File: config.mk
export PLATFORM = sky130hd
export DESIGN_NAME = byte_histogram_stuck_detector_top
export DESIGN_NICKNAME = d
export VERILOG_FILES = /design/src/hdl/bhsd_pkg.sv /design/src/hdl/byte_histogram_stuck_detector_top.sv /design/src/hdl/bhsd_bin_mem.sv /design/src/hdl/bhsd_update.sv
export SDC_FILE = /design/constraint.sdc
export NUM_CORES = 2
export LEC_CHECK = 0
export BUFFER_PORTS_ARGS = -buffer_cell sky130_fd_sc_hd__buf_4
export CORE_ASPECT_RATIO = 0.9
export CORE_MARGIN = 1.5
export CORE_UTILIZATION = 50
export CTS_BUF_LIST = sky130_fd_sc_hd__clkbuf_4
export CTS_CLUSTER_SIZE = 20
export DETAILED_ROUTE_END_ITERATION = 6
export PLACE_DENSITY = 0.67
export SLEW_MARGIN = 40
export SYNTH_ARGS = -nofsm -noshare
export SYNTH_HDL_FRONTEND = slang
export SYNTH_SLANG_ARGS = --single-unit
File: constraint.sdc
create_clock -name clk -period 27.8 [get_ports clk]
set_clock_uncertainty 0.1 [all_clocks]
set_input_delay 1.39 -clock clk [delete_from_list [all_inputs] [get_ports clk]]
set_output_delay 1.39 -clock clk [all_outputs]
set_load 0.02 [all_outputs]
File: src/hdl/bhsd_pkg.sv
package bhsd_pkg;

  localparam int MAX_BUFFER_BYTES = 4096;
  localparam int NUM_BINS         = 256;
  localparam int BIN_W            = $clog2(NUM_BINS);
  localparam int CNT_W            = $clog2(MAX_BUFFER_BYTES + 1);
  localparam int OUT_W            = 13;

  // bin memory write port, with the per-buffer clear of the valid bits
  typedef struct packed {
    logic             en;
    logic             clr;
    logic [BIN_W-1:0] addr;
    logic [CNT_W-1:0] data;
  } wr_t;

  typedef struct packed {
    logic             bad;
    logic [OUT_W-1:0] peak;
    logic [OUT_W-1:0] length;
    logic             ovf;
  } verdict_t;

  typedef struct packed {
    logic [CNT_W-1:0] bytes;
    logic [CNT_W-1:0] peak;
  } stat_t;

endpackage

File: src/hdl/byte_histogram_stuck_detector_top.sv
// A buffer's verdict is registered at the output as its last byte leaves the update stage.
// Throughput: one byte per cycle; the bin update is a read-modify-write of a one-port-read
// memory, with the previous write forwarded. A stall happens only when a last byte
// reaches the update stage while an earlier verdict still waits at the output.
// Reset: synchronous; clears the counters, the pipeline and the 256 bin valid bits at once,
// so bins read as zero without a clearing pass. The same valid bits clear at each buffer end.
module byte_histogram_stuck_detector_top (
  input  logic                       clk,
  input  logic                       rst,
  input  logic                       in_valid,
  output logic                       in_ready,
  input  logic [7:0]                 sample_byte,
  input  logic                       end_of_buffer,
  output logic                       out_valid,
  input  logic                       out_ready,
  output logic                       buffer_bad,
  output logic [bhsd_pkg::OUT_W-1:0] peak_count,
  output logic [bhsd_pkg::OUT_W-1:0] buffer_length,
  output logic                       length_overflow
);

  logic                       acc;
  logic                       out_free;
  logic [bhsd_pkg::CNT_W-1:0] rd_data;
  logic                       bin_valid;
  logic [bhsd_pkg::BIN_W-1:0] bin_addr;
  bhsd_pkg::wr_t              wr;
  logic                       res_valid;
  bhsd_pkg::verdict_t         res;
  bhsd_pkg::stat_t            stat;

  assign acc      = in_valid && in_ready;
  assign out_free = !out_valid || out_ready;

  bhsd_bin_mem u_mem (
    .clk       (clk),
    .rst       (rst),
    .rd_en     (acc),
    .rd_addr   (sample_byte),
    .rd_data   (rd_data),
    .chk_addr  (bin_addr),
    .chk_valid (bin_valid),
    .wr        (wr)
  );

  bhsd_update u_upd (
    .clk       (clk),
    .rst       (rst),
    .acc       (acc),
    .byte_in   (sample_byte),
    .last_in   (end_of_buffer),
    .out_free  (out_free),
    .can_take  (in_ready),
    .rd_data   (rd_data),
    .bin_valid (bin_valid),
    .bin_addr  (bin_addr),
    .wr        (wr),
    .res_valid (res_valid),
    .res       (res),
    .stat      (stat)
  );

  always_ff @(posedge clk) begin
    if (rst) begin
      out_valid <= 1'b0;
    end else if (res_valid) begin
      out_valid <= 1'b1;
    end else if (out_ready) begin
      out_valid <= 1'b0;
    end
  end

  always_ff @(posedge clk) begin
    if (res_valid) begin
      buffer_bad      <= res.bad;
      peak_count      <= res.peak;
      buffer_length   <= res.length;
      length_overflow <= res.ovf;
    end
  end

  a_peak_le_len: assert property (@(posedge clk) disable iff (rst)
    stat.peak <= stat.bytes)
    else $error("running peak above byte count");

  a_len_bound: assert property (@(posedge clk) disable iff (rst)
    stat.bytes <= bhsd_pkg::CNT_W'(bhsd_pkg::MAX_BUFFER_BYTES))
    else $error("byte count beyond buffer limit");

  a_no_overwrite: assert property (@(posedge clk) disable iff (rst)
    res_valid |-> (!out_valid || out_ready))
    else $error("verdict overwrites a pending result");

  a_write_clears: assert property (@(posedge clk) disable iff (rst)
    wr.clr |=> (stat.bytes == '0 && stat.peak == '0))
    else $error("counters not cleared after buffer end");

endmodule

File: src/hdl/bhsd_bin_mem.sv
module bhsd_bin_mem (
  input  logic                       clk,
  input  logic                       rst,
  input  logic                       rd_en,
  input  logic [bhsd_pkg::BIN_W-1:0] rd_addr,
  output logic [bhsd_pkg::CNT_W-1:0] rd_data,
  input  logic [bhsd_pkg::BIN_W-1:0] chk_addr,
  output logic                       chk_valid,
  input  bhsd_pkg::wr_t              wr
);

  logic [bhsd_pkg::CNT_W-1:0]    mem [bhsd_pkg::NUM_BINS];
  logic [bhsd_pkg::NUM_BINS-1:0] vbit;

  always_ff @(posedge clk) begin
    if (wr.en) begin
      mem[wr.addr] <= wr.data;
    end
    if (rd_en) begin
      rd_data <= mem[rd_addr];
    end
  end

  // a bin not written since the last buffer end reads as zero
  always_ff @(posedge clk) begin
    if (rst) begin
      vbit <= '0;
    end else if (wr.clr) begin
      vbit <= '0;
    end else if (wr.en) begin
      vbit[wr.addr] <= 1'b1;
    end
  end

  assign chk_valid = vbit[chk_addr];

endmodule

File: src/hdl/bhsd_update.sv
module bhsd_update (
  input  logic                       clk,
  input  logic                       rst,
  input  logic                       acc,
  input  logic [bhsd_pkg::BIN_W-1:0] byte_in,
  input  logic                       last_in,
  input  logic                       out_free,
  output logic                       can_take,
  input  logic [bhsd_pkg::CNT_W-1:0] rd_data,
  input  logic                       bin_valid,
  output logic [bhsd_pkg::BIN_W-1:0] bin_addr,
  output bhsd_pkg::wr_t              wr,
  output logic                       res_valid,
  output bhsd_pkg::verdict_t         res,
  output bhsd_pkg::stat_t            stat
);

  logic                       s1_valid;
  logic [bhsd_pkg::BIN_W-1:0] s1_addr;
  logic                       s1_last;
  logic                       fwd_valid;
  logic [bhsd_pkg::BIN_W-1:0] fwd_addr;
  logic [bhsd_pkg::CNT_W-1:0] fwd_val;
  logic [bhsd_pkg::CNT_W-1:0] bytes_seen;
  logic [bhsd_pkg::CNT_W-1:0] running_peak;
  logic                       overflow_seen;

  logic                       s1_fire;
  logic                       full;
  logic [bhsd_pkg::CNT_W-1:0] old_cnt;
  logic [bhsd_pkg::CNT_W-1:0] cnt_inc;
  logic [bhsd_pkg::CNT_W-1:0] bytes_next;
  logic [bhsd_pkg::CNT_W-1:0] peak_next;
  logic                       ovf_next;

  always_comb begin
    s1_fire  = s1_valid && (!s1_last || out_free);
    can_take = !s1_valid || s1_fire;
    full     = bytes_seen >= bhsd_pkg::CNT_W'(bhsd_pkg::MAX_BUFFER_BYTES);
    // the previous write lands in the same cycle as this read: forward it
    if (fwd_valid && fwd_addr == s1_addr) begin
      old_cnt = fwd_val;
    end else if (bin_valid) begin
      old_cnt = rd_data;
    end else begin
      old_cnt = '0;
    end
    cnt_inc    = old_cnt + 1'b1;
    bytes_next = full ? bytes_seen : bytes_seen + 1'b1;
    peak_next  = (!full && cnt_inc > running_peak) ? cnt_inc : running_peak;
    ovf_next   = overflow_seen | full;

    wr.en   = s1_fire && !full;
    wr.clr  = s1_fire && s1_last;
    wr.addr = s1_addr;
    wr.data = cnt_inc;

    res_valid  = s1_fire && s1_last;
    res.bad    = peak_next > (bytes_next >> 1);
    res.peak   = bhsd_pkg::OUT_W'(peak_next);
    res.length = bhsd_pkg::OUT_W'(bytes_next);
    res.ovf    = ovf_next;

    stat.bytes = bytes_seen;
    stat.peak  = running_peak;
  end

  assign bin_addr = s1_addr;

  always_ff @(posedge clk) begin
    if (rst) begin
      s1_valid      <= 1'b0;
      fwd_valid     <= 1'b0;
      bytes_seen    <= '0;
      running_peak  <= '0;
      overflow_seen <= 1'b0;
    end else begin
      if (can_take) begin
        s1_valid <= acc;
      end
      if (acc) begin
        s1_addr <= byte_in;
        s1_last <= last_in;
      end
      if (s1_fire) begin
        if (s1_last) begin
          bytes_seen    <= '0;
          running_peak  <= '0;
          overflow_seen <= 1'b0;
          fwd_valid     <= 1'b0;
        end else begin
          bytes_seen    <= bytes_next;
          running_peak  <= peak_next;
          overflow_seen <= ovf_next;
          if (!full) begin
            fwd_valid <= 1'b1;
            fwd_addr  <= s1_addr;
            fwd_val   <= cnt_inc;
          end
        end
      end
    end
  end

endmodule

# == Word-level counts from Yosys, hierarchy flattened ==
# Memory sizes are Yosys's and may differ from the RTL's. A register that Yosys moved wholly into a read port is not among the register bits.
# Index checks and enable logic that the tools add are counted.
# Widths: inputs -> output; s select.
# totals
wordCells,66
latchBits,0
register_bits,344
input_bits,13
n_memories,1
mem_bits_ro,0
ramBits,3328
# op_classes
mul,0
addsub,2
shifts,0
order_cmp,5
div,0
eq_ne,2
n_reduce_logical,19
n_bitwise,5
muxes,17
# mem_list
name,depth,width,read_ports,rd_clocked_by_memory_dff,wr,line_no,rtl
u_mem.mem,256,13,1,1,1,bhsd_bin_mem.sv:12,logic [bhsd_pkg::CNT_W-1:0] mem [bhsd_pkg::NUM_BINS];
# ops
operator,count
$or 256x256->256,1
$mux 13,6
$add 13x1->13 const B,2
$ge 13x13->1 const B,1
$gt 13x12->1,1
$gt 13x13->1,1
$lt 8x9->1 const B,1
$mux 1,9
$bmux 1 s8,1
$demux 1 s8,1
$eq 8x8->1,1
$ge 8x1->1 const B,1
$logic_and 1x1->1,7
$logic_not 1->1,4
$reduce_and 2->1,2
$reduce_and 4->1,1
$logic_or 1x1->1,3
$not 1->1,3
$ne 2x1->1 const B,1
$reduce_bool 2->1,1
$reduce_or 2->1,1
$or 1x1->1,1

# == Logic depth before layout (Yosys ltp) ==
# depth
ltp_word,9
mapped_depth,41

# == Cells and area by module ==
# A second synthesis with hierarchy kept.
# hier_totals
hier_cells,7221
area_unflattened_um2,143087.2
# by_module_without_submodules
mod,cells_per_inst,n_inst,seq_area_each_um2,area_per_inst_um2
bhsd_bin_mem,6786,1,105451.1,138405.2
bhsd_update,402,1,1481.4,3788.6
byte_histogram_stuck_detector_top,33,1,860.8,893.4

# == Worst setup path after synthesis ==
# Ideal clock, no wire load.
# synth_timing
kind,register to register
startpoint,"reg u_upd.s1_addr, in the netlist u_upd.bin_addr[0]"
endpoint,"reg buffer_bad, data pin"
required_time_ns,27.429
arrival_time_ns,22.330
path_buffers,5
stages_incl_launch_ff,37
slack_ns,5.099
path_cell_list,edfxtp_1 buf_6 buf_6 mux4_2 mux4_2 nand2_1 a41oi_1 a211oi_2 nor3_2 buf_6 buf_2 a22oi_1 inv_1 ha_1 xnor2_1 ha_1 o21a_1 o21a_1 o21a_1 o21a_1 o21ai_0 a21oi_1 o211ai_1 clkbuf_1 mux2_2 ha_1 nor2b_1 o21a_1 o21ai_0 nand2b_1 a21oi_1 nor2b_1 o21ai_0 a21o_1 a21oi_1 o31ai_1 o211ai_1
# synth_lines
element,line_no,rtl
start: declaration,bhsd_update.sv:19,logic [bhsd_pkg::BIN_W-1:0] s1_addr;
start signal: assignment,bhsd_update.sv:82,s1_addr <= byte_in;
end signal: assignment,byte_histogram_stuck_detector_top.sv:75,buffer_bad <= res.bad;
end: declaration,byte_histogram_stuck_detector_top.sv:16,"output logic buffer_bad,"

==> qor.yml <==
synth.ff_latch_count: 3685
dominantRegCellSynth: "edfxtp_1"
netSwitchingFraction_pct: 23.04
global_route_wire_length_before_repair_um: 508300
cts.sinks: 3685
grt_usage_pct: 24.86
setup.worst_path.end_class: "flop"
setup_tns_ns: 0
cts_made_buffers: 881
floorplan.rows: 184
layout.cells.most_common: "edfxtp_1"
post-route-util_pct: 56.96
antenna_found_initial: 26
routed_via_density: 6.151
routed_wire_length_per_instance_um: 30.62
power.switching_mw: 2.528
synthXorXnorAreaFrac_pct: 0.1666
synth_fp_nets: 6396
power_per_cell_area_mw_per_mm2: 68.83
part_of_the_power_in_registers_pct: 55.9
hold_path.class: "in -> reg"
power.share.clock_pct: 38.3
cts_root_buffer: "clkbuf_4"
maxCapViolations: 0
ant_nets: 0
worst-endpoint-required_ns: 28.79
placeableCoreArea_sq_mm: 0.2799
total_vias_in_the_final_route: 71288
timing.max_slew.rel_slack_pct: 39.40
period_minus_slack_ns: 9.586
synth_adder_area_share_pct: 0.2481
yosysUniqueCellTypes: 60
layout_common_cells: "edfxtp_1 (3399), clkbuf_4 (1239), mux4_2 (1160)"
yosysWarnings: 0
grt_overflow: 0
cp_slowest_cell: "mux4_2"
ctsResizeCount: 0
die_w_um: 563.1
clock_tree.htree_level_count: 6
drt_wl_total_um: 354900
fmax_ghz: 0.1043
synth-simple-area-share_pct: 2.396
cp-start-kind: "flop"
finalSetupViolCount: 0
clk_path_buf_depth: 4
worst_voltage_drop_across_the_vdd_grid_mv: 0.03460
die-area_sq_mm: 0.2856
netlist_area_sq_mm: 0.1412
synth-async-reset-ratio_pct: 0
syn_area_per_cell_sq_um: 22.22
num_io_pins: 43
synth_compound_gate_area_share_pct: 1.017
worstSetupPathType: "reg -> reg"
drtPass1Iterations: 6
design.final.nets: 7270
placement.io_buffers: 42
drive_gt1_share_pct: 38.50
cts.clk_slew.worst_paths_ns: 0.07
drc: 0
globalplace.congestion: 0.9054
number_of_global_route_vias_before_repair: 72097
critical_path_arrival_ns: 10.58
syn_to_final_growth_pct: 12.94
report.final.hold_viol_count: 0
synth.yosys.seq_area_share_pct: 76.35
initial_utilization_pct: 50.43
synth.mux.area_fraction_pct: 18.76
run_status: "completed"
skew_pair_late_insertion_delay_ns: 1.45
hpwl_um: 203300
leakagePower_nw: 51.12
rsz_0062_raised_after_global_routing: "no"
main_combinational_cell_family_by_area_after_synthesis: "multiplexers"
min_period_over_period_pct: 34.48
synth_enable_flop_cells: 3399
slew_at_the_pin_closest_to_its_max_slew_limit_ns: 0.9080
final_max_slew_viol_count: 0
chipHeight_um: 507.1
comb_power_share_pct: 5.8
power.internal_mw: 8.447
crit_path_frequent_cell: "buf_4"
post_synth_inst_count: 6355
grt_start_max_net_pins: 193
drtIter0Drc: 8959
slowest_delay_ns: 0.57
critical_path_peak_fanout: 45
tritoncts: "yes"
## through the flow
step / setup slack (ns) / cells / hold slack (ns) / cell area (sq um) / total power, mW
after detailed placement: 18.09 / 10053 / 0.3502 / 148300 / 6.888
final: 18.21 / 11589 / 0.2017 / 159500 / 10.98
after global placement: 18.21 / 10042 / 0.3430 / 147600 / 6.865
after global routing: 17.70 / 11579 / 0.1666 / 159400 / 11.37
after CTS: 18.04 / 11562 / 0.06535 / 159000 / 11.06
after floorplan: 5.099 / 6355 / 0.3244 / 141200 / 6.691
## per-layer routing
metal	global-route usage [%]	wire length (um)	vias to the layer above
met3	5.678	36040	567
li1	-	-	28941
met1	35.78	142100	37739
met5	0	196	-
met4	7.123	8693	28
met2	38.53	167900	4013
## registers in the layout, indices dropped and copies added, names as in the netlist
name and count:
u_upd.s1_valid 1, u_upd.fwd_addr 8, length_overflow 1, u_upd.bytes_seen 13, u_mem.mem 3328, u_upd.fwd_val 13
u_mem.vbit 256, u_upd.bin_addr 8, u_upd.fwd_valid 1, out_valid 1, u_upd.overflow_seen 1, u_mem.rd_data 13
u_upd.running_peak 13, peak_count 13, buffer_bad 1, buffer_length 13, u_upd.s1_last 1
## power by group through the flow
stage / registers, mW / logic (mW) / clock network, mW
floorplan: 6.31 / 0.377 / 0
global placement: 6.26 / 0.605 / 0
detailed placement: 6.26 / 0.628 / 0
CTS: 6.14 / 0.628 / 4.30
global route: 6.14 / 0.667 / 4.57
finish: 6.14 / 0.633 / 4.20
## Yosys cell counts, types with 3 or more instances
library cell / number / share of area [%]
edfxtp_1: 3399 / 72
mux4_2: 1160 / 19
nor2_1: 691 / 1.8
dfxtp_1: 286 / 4.1
clkbuf_1: 249 / 0.66
buf_1: 85 / 0.23
o21a_1: 72 / 0.38
nand2_1: 46 / 0.12
a22oi_1: 35 / 0.19
inv_1: 33 / 0.088
ha_1: 28 / 0.25
nand3_1: 28 / 0.099
mux2i_1: 23 / 0.16
nor2b_1: 21 / 0.093
a21oi_1: 17 / 0.060
a22o_1: 14 / 0.087
o21ai_0: 14 / 0.050
xor2_1: 13 / 0.081
and3_1: 12 / 0.053
xnor2_1: 12 / 0.074
buf_2: 10 / 0.035
nor3_1: 10 / 0.035
a31oi_1: 9 / 0.040
mux2_2: 9 / 0.072
nand4_1: 7 / 0.031
and2_1: 6 / 0.027
buf_4: 4 / 0.021
nand2b_1: 4 / 0.018
o211ai_1: 4 / 0.021
a21o_1: 3 / 0.016
a31o_1: 3 / 0.019
a32oi_1: 3 / 0.019
buf_6: 3 / 0.024
mux2_1: 3 / 0.024
nor4_1: 3 / 0.013
o21ai_1: 3 / 0.011
o2bb2ai_1: 3 / 0.019
## worst paths after layout
check                       from  slack, ns  cells past startpoint                   to
max            u_upd.bin_addr[0]      18.21                     36           buffer_bad
min                     in_valid       0.20                      3       u_upd.s1_valid
max reg2reg    u_upd.bin_addr[0]      18.21                     36           buffer_bad
min reg2reg  u_upd.overflow_seen       0.36                      2  u_upd.overflow_seen
## layout make-up
class,count,area (sq um)
well taps,3720,4654
fillers,20607,120500
inverters,33,151.4
multi-input cells,2286,32870
clock buffers,1239,9301
clock inverters,269,1380
flip-flops and latches,3685,107800
diodes,15,37.54
repair buffers,342,3263
## critical path: cells and delay by family (launching register included)
| family | cells | cell delay [ns] |
|---|---|---|
| muxes | 2 | 0.96 |
| DFF | 1 | 0.50 |
| AOI/OAI and AO/OA | 15 | 3.17 |
| adders and majority gates | 3 | 0.87 |
| and+or+nand+nor | 9 | 1.39 |
| buffers and inverters | 6 | 1.84 |
| xor gates and xnor gates | 1 | 0.36 |
## cells by family after synthesis
kind of cell	count (synthesis)
fa+ha+maj	28
flops	3685
xor+xnor	26
buf+inv	384
mux	1195
compound gates	197
simple gates	840
## timing repair
action,CTS,global route
hold endpoints to repair,1,0
hold buffers,1,0
setup buffers,0,0
No activity file was read; power rests on OpenSTA's default activity.
